==> src/design/sofov_pkg.sv <==
// Shared types and constants for the sky object field-of-view screen.
// Holds the angle units, the configuration record and the cosine series
// used to build the cosine table and the cone threshold. No dependencies.
package sofov_pkg;

    // angle units are 1/64 degree
    localparam int QUARTER_TURN       = 5760;
    localparam int HALF_TURN          = 11520;
    localparam int FULL_TURN          = 23040;
    // half width of the fixed 80 degree view, in angle units
    localparam int FOV_UNITS          = 2560;
    localparam int SCALE_NEAR_RANGE_M = 200000;
    localparam int KM_TO_M            = 1000;

    localparam logic [63:0] ONE_Q30     = 64'd1073741824;
    localparam logic [63:0] HALF_PI_Q30 = 64'd1686629713;

    // cosine values in Q1.30, never negative, at most 1.0
    localparam int COS_W = 31;
    typedef logic [COS_W-1:0] cos_t;

    // configuration register indexes
    typedef enum logic [1:0] {
        CFG_MAX_RANGE_KM  = 2'd0,
        CFG_MIN_RANGE_KM  = 2'd1,
        CFG_RADIUS_PIXELS = 2'd2
    } cfg_index_t;

    typedef struct packed {
        logic [15:0] max_range_km;
        logic [15:0] min_range_km;
        logic [11:0] radius_pixels;
    } sofov_cfg_t;

    // truncated Horner series of cos to the x^14 term, Q30, floored at zero;
    // evaluated at elaboration only
    function automatic cos_t cos_series(input logic [63:0] x);
        logic [63:0] x2;
        logic [63:0] t;
        logic [63:0] p;
        x2 = (x * x) >> 30;
        t  = ONE_Q30;
        p  = ((x2 * t) >> 30) / 64'd182;
        t  = (p >= ONE_Q30) ? 64'd0 : ONE_Q30 - p;
        p  = ((x2 * t) >> 30) / 64'd132;
        t  = (p >= ONE_Q30) ? 64'd0 : ONE_Q30 - p;
        p  = ((x2 * t) >> 30) / 64'd90;
        t  = (p >= ONE_Q30) ? 64'd0 : ONE_Q30 - p;
        p  = ((x2 * t) >> 30) / 64'd56;
        t  = (p >= ONE_Q30) ? 64'd0 : ONE_Q30 - p;
        p  = ((x2 * t) >> 30) / 64'd30;
        t  = (p >= ONE_Q30) ? 64'd0 : ONE_Q30 - p;
        p  = ((x2 * t) >> 30) / 64'd12;
        t  = (p >= ONE_Q30) ? 64'd0 : ONE_Q30 - p;
        p  = ((x2 * t) >> 30) / 64'd2;
        t  = (p >= ONE_Q30) ? 64'd0 : ONE_Q30 - p;
        return t[COS_W-1:0];
    endfunction

    // cos(40 deg) from the same series
    localparam cos_t CONE_THRESHOLD = cos_series((HALF_PI_Q30 * 64'd4) / 64'd9);

endpackage

==> src/design/sofov_angle_idx.sv <==
// Angle folding and cosine table index, three register stages.
// Depends on sofov_pkg for angle units.
module sofov_angle_idx
    import sofov_pkg::*;
#(
    parameter int COS_TABLE_ENTRIES = 1024
)(
    input  logic                                         clk,
    input  logic signed [14:0]                           angle,
    output logic [$clog2(COS_TABLE_ENTRIES + 1)-1:0]     idx,
    output logic                                         neg
);

    localparam int IDX_W = $clog2(COS_TABLE_ENTRIES + 1);
    // q*N + half quarter turn, before rounding division by a quarter turn
    localparam int QN_W  = $clog2(QUARTER_TURN * COS_TABLE_ENTRIES + QUARTER_TURN / 2 + 1);
    // a quarter turn is 128 * 45: shift by 7, then reciprocal of 45
    localparam int DIV_SHIFT     = 7;
    localparam int W_W           = QN_W - DIV_SHIFT;
    localparam logic [63:0] RECIP45 = 64'd95443718;
    localparam int RECIP45_W     = 27;
    localparam int RECIP45_SHIFT = 32;
    localparam int PW = (W_W + RECIP45_W > RECIP45_SHIFT + IDX_W) ?
                        W_W + RECIP45_W : RECIP45_SHIFT + IDX_W;

    logic signed [15:0] a_ext;
    logic [14:0]        r_mod;
    logic [14:0]        r_half;
    logic [12:0]        q_next;
    logic               neg_next;
    logic [12:0]        q_reg;
    logic               neg1_reg;
    logic [QN_W-1:0]    v;
    logic [W_W-1:0]     w_reg;
    logic               neg2_reg;
    logic [PW-1:0]      qp;
    logic [IDX_W-1:0]   idx_reg;
    logic               neg3_reg;

    // stage 1: reduce to one turn, fold to a half turn, mirror about 90 degrees
    always_comb
    begin
        a_ext = 16'(angle);
        if (a_ext < 0)
        begin
            r_mod = 15'(a_ext + 16'(FULL_TURN));
        end
        else
        begin
            r_mod = 15'(a_ext);
        end
        r_half = (r_mod > 15'(HALF_TURN)) ? 15'(FULL_TURN) - r_mod : r_mod;
        if (r_half > 15'(QUARTER_TURN))
        begin
            q_next   = 13'(15'(HALF_TURN) - r_half);
            neg_next = 1'b1;
        end
        else
        begin
            q_next   = 13'(r_half);
            neg_next = 1'b0;
        end
    end

    // stage 2: scale to table entries and drop the power-of-two part
    assign v = QN_W'(q_reg) * QN_W'(COS_TABLE_ENTRIES) + QN_W'(QUARTER_TURN / 2);

    // stage 3: exact division by 45 through its reciprocal
    assign qp = PW'(w_reg) * PW'(RECIP45);

    always_ff @(posedge clk)
    begin
        q_reg    <= q_next;
        neg1_reg <= neg_next;
        w_reg    <= v[QN_W-1:DIV_SHIFT];
        neg2_reg <= neg1_reg;
        idx_reg  <= qp[RECIP45_SHIFT +: IDX_W];
        neg3_reg <= neg2_reg;
    end

    assign idx = idx_reg;
    assign neg = neg3_reg;

endmodule

==> config.mk <==
export PLATFORM = sky130hd
export DESIGN_NAME = sofov_angle_idx
export DESIGN_NICKNAME = d
export VERILOG_FILES = /design/src/design/sofov_pkg.sv /design/src/design/sofov_angle_idx.sv
export SDC_FILE = /design/constraint.sdc
export NUM_CORES = 1
export LEC_CHECK = 0
export BUFFER_PORTS_ARGS = -buffer_cell sky130_fd_sc_hd__buf_2
export CAP_MARGIN = 0
export CORE_MARGIN = 2
export CORE_UTILIZATION = 60
export CTS_CLUSTER_SIZE = 24
export DETAILED_ROUTE_END_ITERATION = 10
export GPL_TIMING_DRIVEN = 0
export HOLD_SLACK_MARGIN = 0.1
export PLACE_DENSITY = 0.89
export SLEW_MARGIN = 20
export SYNTH_ARGS = -nofsm -noshare
export SYNTH_HDL_FRONTEND = slang
export SYNTH_SLANG_ARGS = --single-unit
==> constraint.sdc <==
create_clock -name clk -period 11.55 [get_ports clk]
set_input_delay 1.155 -clock clk [delete_from_list [all_inputs] [get_ports clk]]
set_output_delay 1.155 -clock clk [all_outputs]
set_load 0.005 [all_outputs]
## Word level (Yosys, flattened, before mapping)

Index checks and enable logic that the tools add are counted.

- Word-level logic and storage cells: 18
- Register bits: 43
- Output and inout bits: 12

- Multipliers: 1
- Multiplexer cells: 4
- Add/subtract/negate cells: 4
- Magnitude comparators: 3

Operator list:

| operator | count |
|---|---|
| $mul 16x26->42 const B | 1 |
| $mux 15 | 2 |
| $add 23x12->23 const B | 1 |
| $add 15x15->15 const B | 1 |
| $gt 15x13->1 const B | 1 |
| $gt 15x14->1 const B | 1 |
| $lt 15x1->1 const B | 1 |
| $sub 15x15->15 const A | 1 |
| $mux 13 | 1 |
| $sub 12x13->13 const A | 1 |
| $mux 1 | 1 |

## Logic depth before layout (Yosys ltp)

- Depth in word-level cells: 6
- Gate-level depth with buffers: 22
- Mapped depth without buffers: 22

## Least setup slack after synthesis

Ideal clock, no wire load.

- Path kind: register -> register
- Start point: register w_reg[3]
- End point: register idx_reg[4], in the netlist idx[4]
- Path slack: 5886 ps
- Required time: 11444 ps
- Cell stages (with the launch flop): 20
- Arrival: 5558 ps
- Buffers on the path: 0
- Clock period less this slack: 5664 ps
- Cells stage by stage: dfxtp_1 > inv_1 > fa_1 > inv_1 > ha_1 > inv_1 > fa_1 > inv_1 > fa_1 > fa_1 > ha_1 > a211oi_1 > o21ai_0 > a221oi_1 > o22ai_1 > o21ai_0 > a21boi_0 > o21ai_0 > or4b_2 > o311ai_0

- Longest elaborated chain between the ends: 1

Ends and longest elaborated chain:

| element | RTL line | text |
|---|---|---|
| start: declaration | sofov_angle_idx.sv:34 | `logic [W_W-1:0] w_reg;` |
| start signal: assignment | sofov_angle_idx.sv:75 | `w_reg <= v[QN_W-1:DIV_SHIFT];` |
| $mul 16x26->42 | sofov_angle_idx.sv:69 | `assign qp = PW'(w_reg) * PW'(RECIP45);` |
| named net qp[36] | sofov_angle_idx.sv:36 | `logic [PW-1:0] qp;` |
| end signal: assignment | sofov_angle_idx.sv:77 | `idx_reg <= qp[RECIP45_SHIFT +: IDX_W];` |
| end: declaration | sofov_angle_idx.sv:37 | `logic [IDX_W-1:0] idx_reg;` |

The timed path passes the listed nets, and every way through them passes these cells.

## Final worst setup path

Same ends and word-level chain as after synthesis.

==> summary.md <==
| Metric | Value |
|---|---|
| Status | finished clean |
| Worst setup path startpoint | w_reg[3] |
| Initial antenna violation count | 0 |
| Setup violators final | 0 |
| Cts-stage hold buffer count | 0 |
| R2r startpoint | w_reg[3] |
| Prevailing post-synth register cell | dfxtp_1 |
| Overflow after GRT | 0 |
| EDFF count, synth | 0 |
| Clk slew on worst S/H paths | about 0.09 ns |
| Critical Path RT | 11.71 ns |
| Cts repair resizes | 0 |
| Layout area overhead | 6.045% |
| Die width | approximately 110 um |
| DR vias/cell | 5.672 |
| Max Fclk | about 150 MHz |
| Multi-input gate area | approximately 5000 sq um |
| Hold_sp | neg2_reg |
| Clock Tree Root | clkbuf_8 |
| Synthesis warning total | 0 |
| Routed vias | 4861 |
| Post-synth top area share | roughly a quarter |
| Clock latency on the worst-skew pair | 0.30 ns |
| FF+latch count, synth | 40 |
| # rows | 37 |
| RSZ-0062 raised after global routing | false |
| Final Hold Vio Count | 0 |
| Fill cells | between 700 and 800 |
| DRC Markers | 0 |
| Clock Sinks | 40 |
| First-pass GRT wire length | 23550 um |
| Slew Viols, Final | 0 |
| Mapped Cells | 692 |
| Crit Path Max Fanout | 15 |
| Num CTS Buffers | 5 |
| Core area | approximately 10000 sq um |
| Final wirelength | around 14000 um |
| DRT met1 WL | approximately 5700 um |
| H-tree levels | 2 |
| Syn Nets | 919 |
| Layout net count | about 950 |
| Arr. time, crit path | about 7 ns |
| Most frequent cell after synthesis | inv_1 |
| Hold Crit Class | flop to flop |
| Syn_area_per_cell | a little over 9 sq um |
| Post-route ant nets | 0 |
| Uppermost routed layer | met4 |
| Yosys top cell by area | ha_1 |
| HPWL after detailed placement | ~12000 um |
| Setup bufs post-CTS | 0 |
| Crit end category | flop |
| Slew HR | about 46% |
| Commonest cells in the netlist | 157 x inv_1, 135 x ha_1, 76 x fa_1, 40 x dfxtp_1, 33 x nor2_1 |
| Die height | around 110 um |
| Iteration-0 DRC Markers | around 250 |
| Sequential cell area | 800.8 sq um |
| Setup Skew | ~0.013 ns |
| Layout cells sized above 1 | 7.767% |
| TritonCTS clock tree | built |
| Routed WL per cell | 16.33 um |
| Main area contributors after synthesis | ha_1 26%, fa_1 24%, dfxtp_1 12% |
| Setup TNS | 0 ns |
| IO buf count | 21 |
| Antenna Diode Count | 0 |
| Initial core utilization | approximately 62% |
| Final worst-path cycle share | between 50% and 60% |
| Met3 WL | between 500 and 600 um |
| CP Launch Type | flop |
| Number of global-route vias before repair | 5100 |
| Initial DRT Pass Iterations | 9 |
| Synth Cell Area | approximately 6500 sq um |
| Metal2 WL | 7306 um |
| IO Pins | 28 |
| Netlist cell types | 62 |
| Final GP Congestion | 0.9428 |
| Clock tree buffer depth | 2 |
| Critical path class | flop to flop |
| Period minus WS final | a little under 7 ns |
| Largest net degree at the start of global routing | 16 |
| Die area | approximately 12000 sq um |
| Sequential-to-total area share from yosys stat | about an eighth |
| Gr usage total | around a quarter |
| Number of max-cap violations | 0 |
| Worst Tran Pin Value | between 0.8 and 0.9 ns |
| Ys async rst share | 0% |
-- metal layers --
layer  up-vias  track usage (%)
met5         -                0
met4         0            8.333
met3        39            1.998
met2       132            49.51
met1      2370            30.26
li1       2320                -
-- critical path, cell delays in order, from the launching register on --
cell and delay [ns]:
dfxtp_1 0.82, inv_1 0.40, fa_1 0.76, inv_1 0.07, ha_1 0.32, inv_1 0.07, fa_1 0.53, inv_1 0.05
fa_1 0.47, fa_1 0.40, ha_1 0.30, a211oi_1 0.28, o21ai_0 0.14, a221oi_1 0.32, o22ai_1 0.23, o21ai_0 0.25
a21boi_0 0.18, o21ai_0 0.31, or4b_2 0.63, o311ai_0 0.16
-- cell usage in the layout (no fill, tap or decap), types with 4 or more instances in the layout --
cell	count
a211oi_1	10
a21o_1	5
a21oi_1	14
a311oi_1	4
a31oi_1	5
and2_1	7
and3_1	7
buf_2	27
buf_6	4
clkbuf_1	5
clkbuf_8	5
dfxtp_1	40
fa_1	76
ha_1	135
inv_1	157
mux2i_1	4
nand2_1	30
nand3_1	13
nand3b_1	4
nand4_1	9
nor2_1	33
nor3_1	7
o21ai_0	16
or3_1	4
xnor2_1	31
xor2_1	14
-- cell families after synthesis --
kind of cell,share of synthesized area [%]
flip-flops,12.40
AO/OA/AOI/OAI,9.533
adder cells (fa/ha/maj),49.72
buffers and inverters,10.75
multiplexers,0.6201
XOR/XNOR,6.103
AND/OR/NAND/NOR,10.87
-- stage by stage --
| stage | setup WS [ns] | cells | hold WS [ns] | cell area [sq um] | util [%] |
|---|---|---|---|---|---|
| 2_1_floorplan | 5.886 | 692 | 0.3096 | 6457 | - |
| 3_3_place_gp | 5.065 | 849 | 0.3139 | 6733 | 64.93 |
| 3_5_place_dp | 4.826 | 849 | 0.3150 | 6733 | 64.93 |
| 4_1_cts | 4.787 | 857 | 0.3348 | 6848 | 66.04 |
| 5_1_grt | 4.338 | 857 | 0.3394 | 6848 | 66.04 |
| 6_report | 4.718 | 857 | 0.3258 | 6848 | 66.04 |
-- path summary, 6_finish.rpt --
path                            endpoint  slack (ns)  depth (start not counted)
worst max-delay path              idx[4]        4.72                         19
worst min-delay path                 neg        0.33                          0
worst max register to register    idx[4]        4.72                         19
worst min register to register       neg        0.33                          0
-- layout make-up --
class / instances / area share, %
multi-input combinational: 478 / 72.46
sequential: 40 / 11.69
inverter: 158 / 8.661
tap: 136 / 2.485
timing repair buffer: 21 / 1.535
buffer: 16 / 1.480
clock buffer: 5 / 1.005
clock inverter: 3 / 0.6760
Power is left out: the tool's default activity adds up to more than one toggle a clock period on the data nets, which glitch-free logic cannot reach.
