==> src/design/sofov_pkg.sv <==
// Shared types and constants for the sky object field-of-view screen.
// Holds the angle units, the configuration record and the cosine series
// used to build the cosine table and the cone threshold. No dependencies.
package sofov_pkg;

    // angle units are 1/64 degree
    localparam int QUARTER_TURN       = 5760;
    localparam int HALF_TURN          = 11520;
    localparam int FULL_TURN          = 23040;
    // half width of the fixed 80 degree view, in angle units
    localparam int FOV_UNITS          = 2560;
    localparam int SCALE_NEAR_RANGE_M = 200000;
    localparam int KM_TO_M            = 1000;

    localparam logic [63:0] ONE_Q30     = 64'd1073741824;
    localparam logic [63:0] HALF_PI_Q30 = 64'd1686629713;

    // cosine values in Q1.30, never negative, at most 1.0
    localparam int COS_W = 31;
    typedef logic [COS_W-1:0] cos_t;

    // configuration register indexes
    typedef enum logic [1:0] {
        CFG_MAX_RANGE_KM  = 2'd0,
        CFG_MIN_RANGE_KM  = 2'd1,
        CFG_RADIUS_PIXELS = 2'd2
    } cfg_index_t;

    typedef struct packed {
        logic [15:0] max_range_km;
        logic [15:0] min_range_km;
        logic [11:0] radius_pixels;
    } sofov_cfg_t;

    // truncated Horner series of cos to the x^14 term, Q30, floored at zero;
    // evaluated at elaboration only
    function automatic cos_t cos_series(input logic [63:0] x);
        logic [63:0] x2;
        logic [63:0] t;
        logic [63:0] p;
        x2 = (x * x) >> 30;
        t  = ONE_Q30;
        p  = ((x2 * t) >> 30) / 64'd182;
        t  = (p >= ONE_Q30) ? 64'd0 : ONE_Q30 - p;
        p  = ((x2 * t) >> 30) / 64'd132;
        t  = (p >= ONE_Q30) ? 64'd0 : ONE_Q30 - p;
        p  = ((x2 * t) >> 30) / 64'd90;
        t  = (p >= ONE_Q30) ? 64'd0 : ONE_Q30 - p;
        p  = ((x2 * t) >> 30) / 64'd56;
        t  = (p >= ONE_Q30) ? 64'd0 : ONE_Q30 - p;
        p  = ((x2 * t) >> 30) / 64'd30;
        t  = (p >= ONE_Q30) ? 64'd0 : ONE_Q30 - p;
        p  = ((x2 * t) >> 30) / 64'd12;
        t  = (p >= ONE_Q30) ? 64'd0 : ONE_Q30 - p;
        p  = ((x2 * t) >> 30) / 64'd2;
        t  = (p >= ONE_Q30) ? 64'd0 : ONE_Q30 - p;
        return t[COS_W-1:0];
    endfunction

    // cos(40 deg) from the same series
    localparam cos_t CONE_THRESHOLD = cos_series((HALF_PI_Q30 * 64'd4) / 64'd9);

endpackage

==> src/design/sofov_pixel.sv <==
// Screen pixel mapping for both axes, four register stages.
// Depends on sofov_pkg for the view half width.
module sofov_pixel
    import sofov_pkg::*;
(
    input  logic               clk,
    input  logic [11:0]        radius_pixels,
    input  logic signed [14:0] azimuth,
    input  logic signed [13:0] elevation,
    output logic signed [15:0] pixel_x,
    output logic signed [15:0] pixel_y
);

    localparam int PROD_W = 29;
    localparam int MAG_W  = 28;
    // 2560 = 512 * 5: shift by 9, then reciprocal of 5
    localparam int DIV_SHIFT    = 9;
    localparam int SH_W         = MAG_W - DIV_SHIFT;
    localparam logic [63:0] RECIP5 = 64'd3355444;
    localparam int RECIP5_W     = 22;
    localparam int RECIP5_SHIFT = 24;
    localparam int QP_W         = SH_W + RECIP5_W;
    localparam int QUO_W        = QP_W - RECIP5_SHIFT;

    logic signed [12:0]       r_s;
    logic signed [15:0]       tv        [2];
    logic signed [PROD_W-1:0] prod_next [2];
    logic signed [PROD_W-1:0] prod_reg  [2];
    logic [MAG_W-1:0]         mag       [2];
    logic [SH_W-1:0]          sh_reg    [2];
    logic                     neg2_reg  [2];
    logic [QP_W-1:0]          qp        [2];
    logic [QUO_W-1:0]         quo_reg   [2];
    logic                     neg3_reg  [2];
    logic signed [QUO_W:0]    sv        [2];
    logic signed [15:0]       pix_next  [2];
    logic signed [15:0]       pix_reg   [2];

    // lane 0 is x = r*(az + 2560)/2560, lane 1 is y = r*(2560 - el)/2560
    always_comb
    begin
        r_s   = signed'({1'b0, radius_pixels});
        tv[0] = 16'(azimuth) + 16'(FOV_UNITS);
        tv[1] = 16'(FOV_UNITS) - 16'(elevation);
        for (int i = 0; i < 2; i++)
        begin
            prod_next[i] = PROD_W'(r_s) * PROD_W'(tv[i]);
            mag[i] = prod_reg[i][PROD_W-1] ? MAG_W'(-prod_reg[i]) : MAG_W'(prod_reg[i]);
            qp[i]  = QP_W'(sh_reg[i]) * QP_W'(RECIP5);
            // truncation toward zero, then 16-bit saturation
            sv[i]  = neg3_reg[i] ? -signed'({1'b0, quo_reg[i]}) : signed'({1'b0, quo_reg[i]});
            if (sv[i] > (QUO_W + 1)'(32767))
            begin
                pix_next[i] = 16'sh7FFF;
            end
            else if (sv[i] < -(QUO_W + 1)'(32768))
            begin
                pix_next[i] = 16'sh8000;
            end
            else
            begin
                pix_next[i] = sv[i][15:0];
            end
        end
    end

    // product, magnitude, quotient and saturation stages
    always_ff @(posedge clk)
    begin
        for (int i = 0; i < 2; i++)
        begin
            prod_reg[i] <= prod_next[i];
            sh_reg[i]   <= mag[i][MAG_W-1:DIV_SHIFT];
            neg2_reg[i] <= prod_reg[i][PROD_W-1];
            quo_reg[i]  <= qp[i][QP_W-1:RECIP5_SHIFT];
            neg3_reg[i] <= neg2_reg[i];
            pix_reg[i]  <= pix_next[i];
        end
    end

    assign pixel_x = pix_reg[0];
    assign pixel_y = pix_reg[1];

endmodule

==> config.mk <==
export PLATFORM = sky130hd
export DESIGN_NAME = sofov_pixel
export DESIGN_NICKNAME = d
export VERILOG_FILES = /design/src/design/sofov_pkg.sv /design/src/design/sofov_pixel.sv
export SDC_FILE = /design/constraint.sdc
export NUM_CORES = 2
export LEC_CHECK = 0
export BUFFER_PORTS_ARGS = -buffer_cell sky130_fd_sc_hd__buf_2
export CAP_MARGIN = 0
export CORE_ASPECT_RATIO = 0.6
export CORE_MARGIN = 2
export CORE_UTILIZATION = 35
export CTS_CLUSTER_DIAMETER = 80
export DETAILED_ROUTE_END_ITERATION = 10
export GPL_ROUTABILITY_DRIVEN = 0
export PLACE_DENSITY = 0.51
export SLEW_MARGIN = 20
export SYNTH_ARGS = -nofsm -noshare
export SYNTH_HDL_FRONTEND = slang
export SYNTH_SLANG_ARGS = --single-unit
export TNS_END_PERCENT = 30
==> constraint.sdc <==
create_clock -name clk -period 6.55 [get_ports clk]
set_input_delay 0.655 -clock clk [delete_from_list [all_inputs] [get_ports clk]]
set_output_delay 0.655 -clock clk [all_outputs]
set_load 0.02 [all_outputs]
-- Yosys cells after proc, flatten, opt, wreduce, memory -nomap -nowiden
Memories as Yosys holds them, arrays and structs flattened.
Index checks and enable logic that the tools add are counted.
- register bits after elaboration: 0
- bits in writable memories: 166
- input port bits: 42
- output and inout bits: 32
- word-level logic and storage cells: 28
- memories: 6
- add/subtract/negate cells: 6
- multiply operators: 4
- order comparisons: 4
- muxes and demuxes: 8
- memories (memory ; depth ; bits a word ; rd ports ; clocked after memory_dff ; wr ports ; line ; text):
    prod_reg ; 2 ; 29 ; 2 ; 0 ; 2 ; sofov_pixel.sv:28 ; logic signed [PROD_W-1:0] prod_reg [2];
    sh_reg ; 2 ; 19 ; 2 ; 0 ; 2 ; sofov_pixel.sv:30 ; logic [SH_W-1:0] sh_reg [2];
    quo_reg ; 2 ; 17 ; 2 ; 0 ; 2 ; sofov_pixel.sv:33 ; logic [QUO_W-1:0] quo_reg [2];
    pix_reg ; 2 ; 16 ; 2 ; 0 ; 2 ; sofov_pixel.sv:37 ; logic signed [15:0] pix_reg [2];
    neg2_reg ; 2 ; 1 ; 2 ; 0 ; 2 ; sofov_pixel.sv:31 ; logic neg2_reg [2];
    neg3_reg ; 2 ; 1 ; 2 ; 0 ; 2 ; sofov_pixel.sv:34 ; logic neg3_reg [2];
- operator list (operator ; count):
    multiplier 19 x 20 -> 39 bit, second input constant ; 2
    2-to-1 mux 16 bit ; 4
    2-to-1 mux 28 bit ; 2
    negation 28 bit ; 2
    greater-than comparator 18 x 16 -> 1 bit, second input constant ; 2
    < comparator 18 x 16 -> 1 bit, second input constant ; 2
    2-to-1 mux 18 bit ; 2
    negation 17 -> 18 bit ; 2
    multiplier 13 x 16 -> 29 bit ; 1
    multiplier 13 x 15 -> 28 bit ; 1
    adder 15 x 13 -> 16 bit, second input constant ; 1
    subtractor 13 x 14 -> 15 bit, first input constant ; 1

-- Longest topological paths before layout
An unclocked memory read counts as a cell.
- depth in word-level cells: 6
- gate-level depth with buffers: 30
- depth with buffers taken out: 29

-- Worst setup path after synthesis
No wires, ideal clock.
- path type: input port to flip-flop
- from: input port elevation[0]
- to: memory prod_reg[1][27] (netlist: prod_reg[0][56])
- library setup time: 0.072 ns
- data arrival time: 7.088 ns
- slack: -0.611 ns
- cell stages on the path: 30
- buffers on the path: 1
- path through: inv_1 > ha_1 > nand2_1 > or3_1 > o41ai_1 > inv_1 > o21ai_0 > xnor2_1 > clkbuf_1 > and2_1 > fa_1 > inv_1 > fa_1 > inv_1 > fa_1 > fa_1 > inv_1 > fa_1 > inv_1 > ha_1 > a21o_1 > a21o_1 > a21oi_1 > o22ai_1 > o21bai_1 > a221oi_1 > a21oi_1 > a21o_1 > a21oi_1 > xnor2_1
- RTL lines (item ; line ; text):
    from (decl) ; sofov_pixel.sv:9 ; input logic signed [13:0] elevation,
    to (decl) ; sofov_pixel.sv:28 ;

==> run_results.csv <==
group,metric,value,unit
critical_path,critPathMaxFanout,7,
critical_path,max_stage_delay,550,ps
floorplan,core,83100,um2
final_layout,largest_reg_flops,57,
synthesis,synth_fp_nets,4127,
global_routing,grt_pass1_vias,20100,
floorplan,die_h,228,um
sta,slew-limit-headroom,0.486,
run_status,status,"finished, final reports clean",
detailed_routing,ant_nets,0,
synthesis,synth_xor_area_frac,0.0518,
synthesis,syn_area_per_cell,9.35,um2
floorplan,die_area,85900,um2
detailed_routing,vias,19600,
detailed_routing,first_pass_iters,5,
critical_path,worstSetupStartpointType,"input port",
critical_path,path_class,"input port to flop",
final_layout,fillers,8361,
cts,cts.clk_slew.worst_paths,80,ps
critical_path,worst_ep_arrival_time,6910,ps
synthesis,syn_inst,3128,
cts,clkLatencyLatePin,500,ps
floorplan,fp-row-count,82,
synthesis,synth_edf_count,0,
final_layout,fin_util,0.400,
detailed_routing,viasPerCell,4.42,
synthesis,synthArstFlopShare,0,
detailed_routing,drc,0,
global_routing,grt_pass1_wl,115000,um
synthesis,muxShareOfSynthArea,0.000685,
final_layout,syn_to_final_growth,13.6,%
global_routing,grt_overflow,0,
cts,ctsRootBufferMaster,"clkbuf_16",
sta,fin_skew,12.9,ps
floorplan,die_w,377,um
hold_path,hold_path_class,"flop to flop",
synthesis,synth_compound_area_frac,0.0614,
detailed_routing,drtIter0Drc,1094,
critical_path,worst_path_most_repeated_cell,"fa_1",
global_routing,track_usage,0.172,
critical_path,path_delay_family,"adder cells",
synthesis,synth-seq-cells,165,
sta,hold_viol,0,
sta,rsz0062_at_grt,"yes",
floorplan,start_util,0.352,
cts,ctsHoldBuffers,0,
synthesis,synth_top_family_by_area,"adder cells",
final_layout,final_area,33200,um2
sta,drv_slew,0,
critical_path,path_buf_inv,8,
sta,fin_crit,6490,ps
sta,final.period_utilization,0.991,
placed_design,dpl.hpwl,62400,um
cts,cts_buffers,17,
sta,fmax,154,MHz
synthesis,syn_area,29200,um2
cts,htree_levels,4,
final_layout,drive_above_1_share,0.111,
cts,clk_path_buf_depth,2,
synthesis,yosys_warnings,0,
floorplan,ios,74,
synthesis,seq_area_frac_synth,0.113,
critical_path,critPathSlowestCell,"fa_1",
synthesis,ys_types,51,
detailed_routing,routed_wl,70300,um
detailed_routing,wl_per_cell,15.8,um
job,drv_cap,0,
cts,cts_tree,"yes",
placed_design,placed_area,32300,um2
sta,setup_viol,0,
placed_design,io_buffers,73,
global_routing,grt_max_degree,22,
synthesis,synth_ff_type,"dfxtp_1",
sta,timing.hold.ws,330,ps
synthesis,synthSimpleGateAreaFrac,0.107,
final_layout,nNetsFinal,4330,
critical_path,cp-end-kind,"flop",
cts,cts.sinks,165,
synthesis,post_synth_fa_ha_maj_area_fraction,0.548,
global_routing,antenna_found_initial,1,
critical_path,cp.required,6970,ps
sta,tightest_slew,770,ps
sta,final.setup.tns,0,ps
metal layers:
| metal | GRT usage | share of wire | vias up |
|---|---|---|---|
| li1 | - | - | 9844 |
| met1 | 0.314 | 0.63 | 9368 |
| met2 | 0.183 | 0.30 | 356 |
| met5 | 0 | 0.00010 | - |
| met4 | 0.0218 | 0.0050 | 2 |
| met3 | 0.0465 | 0.067 | 21 |
cell type report:
class	count	area [um2]	area share
Inverter	844	3190	0.0959
Sequential cell	165	3300	0.0995
Clock inverter	15	199	0.00599
Clock buffer	17	425	0.0128
Tap cell	1092	1370	0.0411
Multi-Input combinational cell	2038	22800	0.687
Timing Repair Buffer	265	1920	0.0578
Antenna cell	1	2.50	0.0000753
placed cells by master (no fill, tap or decap), types with 7 or more instances in the layout:
master and instances:
buf_4 184, a21o_1 33, nor2_1 61, or3_1 9
o31ai_1 20, xnor2_1 116, nor3_1 17, clkbuf_16 17
fa_1 538, ha_4 7, buf_12 7, and2_1 184
nand3_1 19, inv_6 7, xor2_1 53, nand4_1 9
dfxtp_1 164, o21ai_0 74, buf_2 71, a21oi_1 74
o21a_1 8, nand2_1 234, o21bai_1 13, nand2b_1 20
ha_1 409, inv_2 7, inv_1 835, or2_2 10
nor2b_1 17
what timing repair did:
| item | in CTS | in global routing |
|---|---|---|
| setup buffers | 1 | 5 |
| endpoints found under the setup margin | 5 | 14 |
| gates resized for setup | 10 | 34 |
| pin swaps | 2 | 18 |
| gates cloned | 0 | 0 |
stage by stage:
step                std cells  setup slack (ps)
floorplan                3128             -37.7
global placement         4398              -615
detailed placement       4398              -781
CTS                      4431              16.7
global route             4436              -158
finish                   4437              60.9
worst register-to-register path, cell delays in order, from the launching register on:
cell and delay (ps):
dfxtp_1 370, ha_1 340, inv_1 70, fa_1 570, inv_1 90, fa_1 530, fa_1 580, inv_1 90
fa_1 480, fa_1 490, inv_1 40, ha_1 260, nand2_1 80, or3_1 370, o211ai_1 360, o211ai_1 220
o21a_1 280, o31ai_1 300, buf_4 180, a21oi_1 90, o21bai_1 160, xor2_1 150
cell families (layout without fill, tap and decap cells):
family          Yosys count  count (layout)
buf+inv                 925            1141
other cells               0               1
fa+ha+maj               957             957
flops                   165             165
xor+xnor                173             173
compound gates          289             289
mux                       2               2
simple gates            617             617
cell usage after synthesis, types with 4 or more instances:
| master | count | area [um2] |
|---|---|---|
| or3_1 | 10 | 62.6 |
| inv_1 | 844 | 3170 |
| nor2b_1 | 17 | 106 |
| fa_1 | 538 | 10800 |
| o22ai_1 | 4 | 25.0 |
| a211oi_1 | 5 | 37.5 |
| nand2b_1 | 20 | 125 |
| and3_1 | 5 | 31.3 |
| o21ai_0 | 79 | 395 |
| nor4_1 | 6 | 37.5 |
| nor2_1 | 62 | 233 |
| xnor2_1 | 120 | 1050 |
| a21o_1 | 33 | 248 |
| a31oi_1 | 9 | 56.3 |
| nand4_1 | 9 | 56.3 |
| dfxtp_1 | 165 | 3300 |
| or2_2 | 10 | 62.6 |
| nor3_1 | 18 | 90.1 |
| nand2_1 | 236 | 886 |
| or4_1 | 4 | 30.0 |
| and2_1 | 188 | 1180 |
| o41ai_1 | 6 | 52.6 |
| o21a_1 | 8 | 60.1 |
| a211o_1 | 5 | 43.8 |
| clkbuf_1 | 81 | 304 |
| ha_1 | 419 | 5240 |
| a221oi_1 | 4 | 35.0 |
| o211ai_1 | 6 | 45.0 |
| or4_4 | 5 | 56.3 |
| a21oi_1 | 81 | 405 |
| xor2_1 | 53 | 464 |
| o21bai_1 | 14 | 105 |
| nand3_1 | 20 | 100 |
| o31ai_1 | 20 | 150 |
path summary, 6_finish.rpt:
| path | to | slack (ps) | from | cells past startpoint |
|---|---|---|---|---|
| worst max-delay path | prod_reg[0][53]$_DFF_P_ | 60 | elevation[3] | 29 |
| worst min-delay path | neg3_reg[0][0]$_DFF_P_ | 330 | neg2_reg[0][0]$_DFF_P_ | 0 |
| worst max register to register | quo_reg[0][15]$_DFF_P_ | 370 | sh_reg[0][4]$_DFF_P_ | 21 |
| worst min register to register | neg3_reg[0][0]$_DFF_P_ | 330 | neg2_reg[0][0]$_DFF_P_ | 0 |
Power is left out: the tool's default activity adds up to more than one toggle a clock period on the data nets, which glitch-free logic cannot reach.
