===== src/design/sofov_pkg.sv =====
// Shared types and constants for the sky object field-of-view screen.
// Holds the angle units, the configuration record and the cosine series
// used to build the cosine table and the cone threshold. No dependencies.
package sofov_pkg;

    // angle units are 1/64 degree
    localparam int QUARTER_TURN       = 5760;
    localparam int HALF_TURN          = 11520;
    localparam int FULL_TURN          = 23040;
    // half width of the fixed 80 degree view, in angle units
    localparam int FOV_UNITS          = 2560;
    localparam int SCALE_NEAR_RANGE_M = 200000;
    localparam int KM_TO_M            = 1000;

    localparam logic [63:0] ONE_Q30     = 64'd1073741824;
    localparam logic [63:0] HALF_PI_Q30 = 64'd1686629713;

    // cosine values in Q1.30, never negative, at most 1.0
    localparam int COS_W = 31;
    typedef logic [COS_W-1:0] cos_t;

    // configuration register indexes
    typedef enum logic [1:0] {
        CFG_MAX_RANGE_KM  = 2'd0,
        CFG_MIN_RANGE_KM  = 2'd1,
        CFG_RADIUS_PIXELS = 2'd2
    } cfg_index_t;

    typedef struct packed {
        logic [15:0] max_range_km;
        logic [15:0] min_range_km;
        logic [11:0] radius_pixels;
    } sofov_cfg_t;

    // truncated Horner series of cos to the x^14 term, Q30, floored at zero;
    // evaluated at elaboration only
    function automatic cos_t cos_series(input logic [63:0] x);
        logic [63:0] x2;
        logic [63:0] t;
        logic [63:0] p;
        x2 = (x * x) >> 30;
        t  = ONE_Q30;
        p  = ((x2 * t) >> 30) / 64'd182;
        t  = (p >= ONE_Q30) ? 64'd0 : ONE_Q30 - p;
        p  = ((x2 * t) >> 30) / 64'd132;
        t  = (p >= ONE_Q30) ? 64'd0 : ONE_Q30 - p;
        p  = ((x2 * t) >> 30) / 64'd90;
        t  = (p >= ONE_Q30) ? 64'd0 : ONE_Q30 - p;
        p  = ((x2 * t) >> 30) / 64'd56;
        t  = (p >= ONE_Q30) ? 64'd0 : ONE_Q30 - p;
        p  = ((x2 * t) >> 30) / 64'd30;
        t  = (p >= ONE_Q30) ? 64'd0 : ONE_Q30 - p;
        p  = ((x2 * t) >> 30) / 64'd12;
        t  = (p >= ONE_Q30) ? 64'd0 : ONE_Q30 - p;
        p  = ((x2 * t) >> 30) / 64'd2;
        t  = (p >= ONE_Q30) ? 64'd0 : ONE_Q30 - p;
        return t[COS_W-1:0];
    endfunction

    // cos(40 deg) from the same series
    localparam cos_t CONE_THRESHOLD = cos_series((HALF_PI_Q30 * 64'd4) / 64'd9);

endpackage


===== src/design/sofov_scale.sv =====
// Display scale from range: linear ramp from 0.75 to 0.1, five register stages.
// Reciprocal estimate with one remainder check; depends on sofov_pkg.
module sofov_scale
    import sofov_pkg::*;
#(
    parameter int SCALE_FAR_RANGE_M = 2000000
)(
    input  logic        clk,
    input  logic [25:0] range_m,
    output logic [15:0] draw_scale
);

    // scale = floor((1966100*span - 1703936*d) / (40*span)), d = clamped range - near
    localparam longint SPAN  = longint'(SCALE_FAR_RANGE_M) - longint'(SCALE_NEAR_RANGE_M);
    localparam int     D_W   = $clog2(SPAN + 1);
    localparam longint BK    = (longint'(425984) << 32) / (10 * SPAN);
    localparam int     BK_W  = $clog2(BK + 1);
    localparam int     M_W   = D_W + BK_W;
    localparam longint XTOP  = 1966100 * SPAN;
    localparam int     X_W   = $clog2(XTOP + 1);
    localparam longint DEN   = 40 * SPAN;
    localparam int     DEN_W = $clog2(DEN + 1);
    localparam int     P_W   = 16 + DEN_W;
    localparam longint C0    = (longint'(49152) << 32) + (longint'(1) << 31);
    localparam longint D_MUL = 1703936;

    logic [D_W-1:0]   d_next;
    logic [D_W-1:0]   d_reg;
    logic [M_W-1:0]   m_reg;
    logic [X_W-1:0]   x2_reg;
    logic [63:0]      est;
    logic [15:0]      s0_3_reg;
    logic [X_W-1:0]   x3_reg;
    logic [P_W-1:0]   p_reg;
    logic [15:0]      s0_4_reg;
    logic [X_W-1:0]   x4_reg;
    logic [15:0]      scale_reg;

    // stage 1: clamp range to the ramp span
    always_comb
    begin
        if (range_m > 26'(SCALE_FAR_RANGE_M))
        begin
            d_next = D_W'(SPAN);
        end
        else if (range_m < 26'(SCALE_NEAR_RANGE_M))
        begin
            d_next = '0;
        end
        else
        begin
            d_next = D_W'(range_m - 26'(SCALE_NEAR_RANGE_M));
        end
    end

    // stage 3 estimate: at most one above the true quotient
    assign est = 64'(C0) - 64'(m_reg);

    always_ff @(posedge clk)
    begin
        d_reg     <= d_next;
        // stage 2: slope product and exact numerator
        m_reg     <= M_W'(d_reg) * M_W'(BK);
        x2_reg    <= X_W'(XTOP) - X_W'(d_reg) * X_W'(D_MUL);
        s0_3_reg  <= est[47:32];
        x3_reg    <= x2_reg;
        // stage 4: back-multiply the estimate
        p_reg     <= P_W'(s0_3_reg) * P_W'(DEN);
        s0_4_reg  <= s0_3_reg;
        x4_reg    <= x3_reg;
        // stage 5: step down when the estimate overshoots
        scale_reg <= (64'(p_reg) > 64'(x4_reg)) ? s0_4_reg - 16'd1 : s0_4_reg;
    end

    assign draw_scale = scale_reg;

endmodule


===== config.mk =====
export PLATFORM = sky130hd
export DESIGN_NAME = sofov_scale
export DESIGN_NICKNAME = d
export VERILOG_FILES = /design/src/design/sofov_pkg.sv /design/src/design/sofov_scale.sv
export SDC_FILE = /design/constraint.sdc
export NUM_CORES = 1
export LEC_CHECK = 0
export BUFFER_PORTS_ARGS = -buffer_cell sky130_fd_sc_hd__buf_2
export CELL_PAD_IN_SITES_DETAIL_PLACEMENT = 1
export CELL_PAD_IN_SITES_GLOBAL_PLACEMENT = 1
export CORE_UTILIZATION = 30
export CTS_CLUSTER_DIAMETER = 150
export CTS_CLUSTER_SIZE = 14
export DETAILED_ROUTE_END_ITERATION = 8
export MAX_ROUTING_LAYER = met4
export PLACE_DENSITY_LB_ADDON = 0.15
export SLEW_MARGIN = 20
export SYNTH_ARGS = -nofsm -noshare
export SYNTH_HDL_FRONTEND = slang
export SYNTH_SLANG_ARGS = --single-unit

===== constraint.sdc =====
create_clock -name clk -period 17.5 [get_ports clk]
set_input_delay 3.5 -clock clk [delete_from_list [all_inputs] [get_ports clk]]
set_output_delay 3.5 -clock clk [all_outputs]
set_load 0.02 [all_outputs]

After elaboration in Yosys (flattened, before gate mapping). Index checks and enable logic that the tools add are counted.

Register bits: 277. Bits of input ports: 27. Output and inout bits: 16. Logic and storage cells: 23.

Add/sub/neg operators: 4. $mul: 3. Order comparisons: 3. Multiplexer cells: 2. Reduce and logical (&&, ||, !) cells: 1.

Operators by type and width (count): $mul 21x27->48 const B (1); $sub 48x48->48 const A (1); $gt 43x42->1 (1); $sub 42x42->42 const A (1); $mul 16x18->34 const B (1); $gt 26x21->1 const B (1); $lt 26x18->1 const B (1); $mul 21x4->25 const B (1); $mux 21 (1); $sub 21x18->21 const B (1); $mux 16 (1); $sub 16x1->16 const B (1); $reduce_or 2->1 (1).

Longest topological paths before layout. Gate-level depths: netlist of the first run.

Word-level depth: 2. Depth in mapped cells: 26. Gate-level depth less buffers: 26.

Worst setup path after synthesis of the first run. OpenSTA, ideal clock, no wires.

Kind: reg2reg. From: reg d_reg[14]. To: reg m_reg[42]. Setup time: 0.072 ns. Arrival: 6.613 ns. Data required time: 17.428 ns. Slack: 10.815 ns. Stages on the path, launching flop included: 25. Buffers on the path: 0. Period minus slack after synthesis: 6.685 ns. Cell sequence: dfxtp_1 > fa_1 > inv_1 > fa_1 > fa_1 > inv_1 > fa_1 > inv_1 > fa_1 > inv_1 > fa_1 > inv_1 > fa_1 > inv_1 > ha_1 > a2111oi_0 > o21ai_0 > a221o_1 > or3_1 > o211ai_1 > a31oi_1 > o22ai_1 > o31ai_1 > a21oi_1 > xnor2_1.

Cells in the longest elaborated chain, start to end: 1.

RTL lines: start: declaration (RTL line sofov_scale.sv:28) `logic [D_W-1:0] d_reg;`; start signal: assignment (RTL line sofov_scale.sv:61) `d_reg <= d_next;`; $mul 21x27->48 (RTL line sofov_scale.sv:63) `m_reg <= M_W'(d_reg) * M_W'(BK);`; end signal: assignment (RTL line sofov_scale.sv:63); end: declaration (RTL line sofov_scale.sv:29) `logic [M_W-1:0] m_reg;`.

Every way passes these cells. A chain may end at the register's enable or synchronous reset.

Final worst setup path of the first run.
From: reg d_reg[13]. To: reg m_reg[42].

The elaborated chain is that of the path after synthesis.

==> impl_metrics.tcl, run 1 <==
set metrics [dict create \
    status "finished, final reports clean" \
    drcViolationCount 0 \
    cp.required_ps 17950 \
    htree_levels 1 \
    die-area_sq_mm 0.0734 \
    synth_mux_area_share_pct 0 \
    crit_path_top_delay_cell "fa_1" \
    vias 14400 \
    nFillCells 8063 \
    yosysWarnings 0 \
    cts_buffer_depth 3 \
    rsz0062_at_grt "false" \
    cts_sinks 221 \
    synth_compound_area_share_pct 8.77 \
    insertion_delay_ps 530 \
    r2r-start "d_reg[13]" \
    die_x_um 271 \
    hold_class "reg2reg" \
    drv_cap 0 \
    nets 2881 \
    setup_tns_ps 0 \
    finalCriticalPeriod_ps 7610 \
    worstPathArrival_ps 8060 \
    critPathKind "reg2reg" \
    core-area_sq_mm 0.0715 \
    ctsResizeCount 0 \
    cts_root_buf "clkbuf_16" \
    synth-simple-area-share_pct 7.23 \
    netlist_area_sq_mm 0.0217 \
    multiInputGateArea_sq_mm 0.0153 \
    antenna_left 0 \
    yosysUniqueCellTypes 65 \
    track_usage_pct 17.8 \
    critPathLaunchType "flip-flop" \
    portBuffers 42 \
    wl_mm 62.0 \
    cp-startpoint "d_reg[13]" \
    largest_reg_flops 48 \
    critPathBufInv 6 \
    gp_congestion 0.906 \
    finalCritPeriodShare_pct 43.5 \
    drt_iter0_markers 515 \
    holdCritStartpoint "x3_reg[34]" \
    cts_buffers 20 \
    fmax_ghz 0.131 \
    synth_nets 2824 \
    grt_remaining_overflow 0 \
    vias_per_cell 4.57 \
    crit_path_end_kind "flip-flop" \
    cp_max_fo 6 \
    ys_seq_area_share_pct 20.4 \
    cts_setup_buffers 0 \
    drt-pass1-iter-count 4 \
    finalHoldViolCount 0 \
    synth_xor_area_share_pct 5.78 \
    grt_pass1_wl_mm 96.8 \
    synthAdderAreaFrac_pct 48.9 \
    synth_edf_count 0 \
    rows 98 \
    synthCells 2132 \
    synth-seq-cells 221 \
    crit_family "adder cells" \
    seq_area_sq_mm 0.00442 \
    ios 43 \
    max_slew.worst_pin.slew_ps 873 \
    setup_viol 0 \
    drive_gt1_share_pct 3.93 \
    area_delta_synth_final_pct 8.90 \
    clkTransAtPathRegs_ps 70 \
    ctsHoldBuffers 0 \
    grt_max_degree 18 \
    final_common_cell "inv_1" \
    final_cell_mix "inv_1, ha_1, fa_1" \
    crit_chain "inv_1 > ha_1 > inv_1 > fa_1 > inv_1 > fa_1 > inv_1 > fa_1 > fa_1 > inv_1 > fa_1 > fa_1 > inv_1 > ha_1 > a2111oi_0 > o21ai_0 > a221o_1 > or3_1 > o211ai_1 > a31oi_1 > o22ai_1 > o31ai_1 > a21oi_1 > xnor2_1" \
    grt_pass1_vias 16400 \
    synth_top_family_by_area "adder cells" \
    wire_per_inst_um 19.8 \
    dp_hpwl_mm 55.5 \
    synthFlopType "dfxtp_1" \
    tritoncts "done" \
    antenna_found_initial 0 \
    dieHeight_um 271 \
    start_util_pct 30.3 \
    synthArstFlopShare_pct 0 \
    num_antenna_cells 0 \
    max_slew_margin_pct 41.3 \
    final_max_slew_viol_count 0 \
    avgSynthCellArea_sq_um 10.2 \
    finClkSkew_ps 14.5 \
    slowest_delay_ps 590 \
]
## cells in the mapped netlist, types with 5 or more instances
library cell    n  share of area (%)
a211oi_1       13               0.45
a21o_1         44                1.5
a21oi_1        84                1.9
a221o_1         5               0.23
a31oi_1        15               0.43
and2_1          9               0.26
and3_1          8               0.23
clkbuf_1        8               0.14
dfxtp_1       221                 20
fa_1          303                 28
ha_1          362                 21
inv_1         508                8.8
nand2_1        53               0.92
nand2b_1       14               0.40
nand3_1        33               0.76
nand3b_1        5               0.17
nand4_1        17               0.49
nand4b_1        6               0.24
nor2_1         77                1.3
nor2b_1        14               0.40
nor3_1         26               0.60
nor4_1         17               0.49
o211ai_1        5               0.17
o21a_1         14               0.48
o21ai_0        42               0.97
o21bai_1       14               0.48
o31ai_1         7               0.24
or3_1           6               0.17
xnor2_1        95                3.8
xor2_1         48                1.9
## kinds of logic (layout without fill, tap and decap cells)
group / after synthesis / in the layout
buffers and inverters: 518 / 577
AO/OA/AOI/OAI: 284 / 284
AND/OR/NAND/NOR: 301 / 301
XOR/XNOR: 143 / 143
flip-flops: 221 / 221
adder cells (fa/ha/maj): 665 / 665
## layout make-up
type	count	area share (%)
Multi-Input combinational cell	1393	64.9
Clock inverter	4	0.164
Sequential cell	221	18.7
Tap cell	950	5.03
Timing Repair Buffer	45	0.985
Inverter	508	8.07
Clock buffer	20	2.12
## layer usage
layer | GRT usage [%] | wire, um | up-vias
met2 | 31.0 | 30900 | 163
met5 | - | 0 | -
met1 | 22.4 | 28100 | 7163
met4 | 4.30 | 1610 | 0
li1 | - | - | 6959
met3 | 1.25 | 1490 | 68
## per-stage QoR
step           worst slack (ps)  std cells  area, sq um  hold WS (ps)  utilization [%]
2_1_floorplan             10820       2132        21700           310                -
5_1_grt                    9400       3141        23600           327             33.0
3_3_place_gp               9710       3117        23100           311             32.3
4_1_cts                    9860       3141        23600           322             33.0
3_5_place_dp               9920       3117        23100           313             32.3
6_report                   9890       3141        23600           320             33.0
## worst paths after layout
check,to,slack [ps],depth (start not counted)
worst max-delay path,m_reg[42],9890,24
worst min-delay path,x4_reg[34],320,0
worst max register to register,m_reg[42],9890,24
worst min register to register,x4_reg[34],320,0
Power of run 1 is not shown: default switching activity piles up to over one toggle a cycle in this logic, so the estimate is an artifact.
==> inputs of run 2 (changes only) <==
Clock period 17.5 ns to 7.6 ns, I/O delays scaled along.
==> run 2 against run 1 <==
  * Routed wire length is 0.20% higher
  * Flip-flop and latch count is the same
  * Register-to-register slack worse by 9500 ps
  * Fmax increased by 5.7%
  * Largest cell class unchanged
  * Highest routed layer unchanged
==> impl_metrics.tcl, run 2 (synthesis results as in run 1) <==
set metrics [dict create \
    nets 2895 \
    antenna_found_initial 1 \
    max_slew.worst_pin.slew_ps 881 \
    critPathKind "reg2reg" \
    gp_congestion 0.955 \
    cp-startpoint "d_reg[10]" \
    cts_buffer_depth 3 \
    track_usage_pct 17.9 \
    drive_gt1_share_pct 4.85 \
    critPathLaunchType "flip-flop" \
    place_inst 3131 \
    max_slew_margin_pct 40.8 \
    vias_per_cell 4.59 \
    largest_reg_flops 48 \
    fmax_ghz 0.139 \
    drt-pass1-iter-count 4 \
    core-area_sq_mm 0.0715 \
    grt_max_degree 18 \
    rows 98 \
    drcViolationCount 0 \
    drv_cap 0 \
    holdCritStartpoint "x3_reg[17]" \
    finalHoldViolCount 0 \
    cts_buffers 20 \
    cts_root_buf "clkbuf_16" \
    antenna_left 0 \
    grt_pass1_wl_mm 96.9 \
    die-area_sq_mm 0.0734 \
    final_core_util_pct 33.2 \
    crit_path_end_kind "flip-flop" \
    ios 43 \
    die_x_um 271 \
    portBuffers 42 \
    status "finished, final reports clean" \
    setup_tns_ps 0 \
    num_antenna_cells 0 \
    vias 14500 \
    cts_sinks 221 \
    r2r-start "d_reg[10]" \
    tritoncts "done" \
    final_common_cell "inv_1" \
    finClkSkew_ps 25.0 \
    htree_levels 1 \
    area_delta_synth_final_pct 9.47 \
    final_max_slew_viol_count 0 \
    setup_viol 0 \
    hold_class "reg2reg" \
    start_util_pct 30.3 \
    nFillCells 8115 \
    cts_setup_buffers 0 \
    final_cells 3154 \
    drt_iter0_markers 448 \
    final_cell_mix "inv_1, ha_1, fa_1" \
    dp_hpwl_mm 55.4 \
    insertion_delay_ps 540 \
    finalCriticalPeriod_ps 7200 \
    grt_remaining_overflow 0 \
    finalCritPeriodShare_pct 94.8 \
    dieHeight_um 271 \
    worstPathArrival_ps 7650 \
    cp_max_fo 6 \
    grt_pass1_vias 16500 \
    wire_per_inst_um 19.7 \
    wl_mm 62.2 \
    clkTransAtPathRegs_ps 70 \
    cp.required_ps 8050 \
]
run 2: worst max-delay path, cell delays in order (launching register included):
cell     delay [ps]
dfxtp_1         440
inv_1           180
ha_1            450
fa_1            560
fa_1            520
inv_1            50
fa_1            530
inv_1            70
fa_1            540
inv_1            60
fa_1            520
fa_1            510
ha_1            400
a21o_1          190
a21o_1          180
a21o_1          190
a21o_1          170
a221o_1         450
a21oi_2         240
o31ai_1         190
a221o_1         360
a21oi_1         180
xnor2_1         130
run 2: routing by layer:
metal  routed length [um]  global-route usage, %  vias to the layer above
li1                     -                      -                     6985
met1                28200                   22.4                     7223
met2                30100                   30.0                      183
met3                 1690                   2.13                       94
met4                 2160                   5.63                        0
met5                    0                      -                        -
run 2: repair_timing:
item | CTS | global route
hold buffers | 0 | 0
endpoints found under the setup margin | 0 | 8
gates resized for setup | 0 | 9
run 2: final timing paths:
path         cells past startpoint    endpoint  slack [ps]
max                             22   m_reg[45]         400
min                              0  x4_reg[17]         320
max reg2reg                     22   m_reg[45]         400
min reg2reg                      0  x4_reg[17]         320
run 2: area by class of cell:
type | instances | area (sq um) | share of cell area, %
clock buffer | 20 | 500 | 2.11
inverter | 508 | 1910 | 8.03
sequential | 221 | 4430 | 18.7
multi-input combinational | 1393 | 15300 | 64.6
timing repair buffer | 59 | 338 | 1.42
clock inverter | 3 | 36.3 | 0.153
tap | 950 | 1190 | 5.01
run 2: through the flow:
stage / worst slack (ps) / instance area [sq um] / hold slack [ps]
floorplan: 915 / 21700 / 310
global placement: 288 / 23200 / 312
detailed placement: 140 / 23200 / 313
CTS: 75.0 / 23700 / 328
global route: -5.60 / 23700 / 329
finish: 398 / 23700 / 323
Power of run 2 is left out for the same reason.
==> inputs of run 3 (changes only) <==
Settings changed: BUFFER_PORTS_ARGS -buffer_cell sky130_fd_sc_hd__buf_2 to -buffer_cell sky130_fd_sc_hd__buf_4.
==> run 3 against run 2 <==
  * Register-to-register slack lost 100 ps
  * Core utilization grew 0.15 points
  * Critical path depth grew 2
  * Non-clock buffer count is the same
  * Sequential share of layout area shrank 0.068 points
  * Routed wire length grew 1.6%
  * Final area grew 0.45%
  * Global-route usage grew 0.31 points
==> impl_metrics.tcl, run 3 (synthesis results as in run 1) <==
set metrics [dict create \
    crit_path_end_kind "flip-flop" \
    nFillCells 8044 \
    core-area_sq_mm 0.0715 \
    cts_setup_buffers 0 \
    drt-pass1-iter-count 4 \
    gp_congestion 0.915 \
    setup_viol 0 \
    final_cell_mix "inv_1, ha_1, fa_1" \
    vias 14400 \
    seq_area_sq_mm 0.00443 \
    antenna_found_initial 0 \
    dieHeight_um 271 \
    cts_buffer_depth 3 \
    cts_root_buf "clkbuf_16" \
    final_common_cell "inv_1" \
    hold-worst-slack_ps 320 \
    antenna_left 0 \
    grt_pass1_vias 16400 \
    grt_pass1_wl_mm 98.0 \
    hold_class "reg2reg" \
    pre_cts_slack_ps 127 \
    critPathKind "reg2reg" \
    dp_hpwl_mm 56.2 \
    max_slew_margin_pct 37.6 \
    nets 2895 \
    grt_remaining_overflow 0 \
    status "finished, final reports clean" \
    worstPathArrival_ps 7770 \
    wire_per_inst_um 20.0 \
    setup_ws_ps 298 \
    multiInputGateArea_sq_mm 0.0153 \
    finalHoldViolCount 0 \
    rows 98 \
    drive_gt1_share_pct 4.85 \
    finalCritPeriodShare_pct 96.1 \
    clkTransAtPathRegs_ps 70 \
    tritoncts "done" \
    finalCriticalPeriod_ps 7300 \
    die-area_sq_mm 0.0734 \
    finClkSkew_ps 27.9 \
    setup_tns_ps 0 \
    portBuffers 42 \
    drcViolationCount 0 \
    cp.required_ps 8070 \
    fmax_ghz 0.137 \
    cp_max_fo 5 \
    vias_per_cell 4.56 \
    grt_max_degree 18 \
    track_usage_pct 18.2 \
    final_max_slew_viol_count 0 \
    htree_levels 1 \
    wl_mm 63.2 \
    drv_cap 0 \
    die_x_um 271 \
    num_antenna_cells 0 \
    start_util_pct 30.3 \
    largest_reg_flops 48 \
    max_slew.worst_pin.slew_ps 929 \
    rsz0062_at_grt "false" \
    critPathLaunchType "flip-flop" \
    insertion_delay_ps 550 \
    cts_sinks 221 \
    ios 43 \
    drt_iter0_markers 454 \
    cts_buffers 20 \
    area_delta_synth_final_pct 9.97 \
]
-- run 3: cell counts in the layout (fill, tap and decap cells not counted) --
Identical to the previous run, type by type.
-- run 3: worst paths after layout --
| kind | startpoint | end | slack [ps] | cells after the start |
|---|---|---|---|---|
| setup / recovery | d_reg[14] | m_reg[42] | 300 | 24 |
| hold / removal | x2_reg[34] | x3_reg[34] | 320 | 0 |
| setup reg to reg | d_reg[14] | m_reg[42] | 300 | 24 |
| hold reg to reg | x2_reg[34] | x3_reg[34] | 320 | 0 |
-- run 3: layout make-up --
class	count	share of cell area, %
multi-input cells	1393	64.3
flip-flops and latches	221	18.6
inverters	508	8.00
well taps	950	4.98
clock buffers	20	2.10
repair buffers	59	1.86
clock inverters	3	0.152
-- run 3: metrics by stage --
step                instance area, sq um  utilization (%)  std cells
CTS                                23800             33.3       3154
detailed placement                 23300             32.6       3131
finish                             23800             33.4       3154
floorplan                          21700                -       2132
global route                       23800             33.4       3154
global placement                   23300             32.6       3131
-- run 3: repair_timing --
action | 4_1_cts | 5_1_grt
hold buffers | 0 | 0
gates resized for setup | 0 | 11
endpoints found under the setup margin | 0 | 7
-- run 3: critical path: stages (launching register included) --
cell and delay, ps:
dfxtp_1 450, fa_1 520, inv_1 160, fa_1 500, fa_1 530, inv_1 60
fa_1 530, inv_1 70, fa_1 530, inv_1 50, fa_1 530, inv_1 60
fa_1 530, inv_1 50, ha_1 230, a2111oi_1 400, o21ai_0 180, a221o_1 340
or3_1 340, o211ai_1 320, a31oi_1 200, o22ai_2 210, o31ai_1 110, a21oi_1 180
xnor2_1 130
-- run 3: metal layers --
metal	track usage (%)	wire length, um
met5	-	0
met4	4.83	1830
met3	1.70	1280
met2	31.4	31300
met1	22.6	28700
Power of run 3 is left out for the same reason.
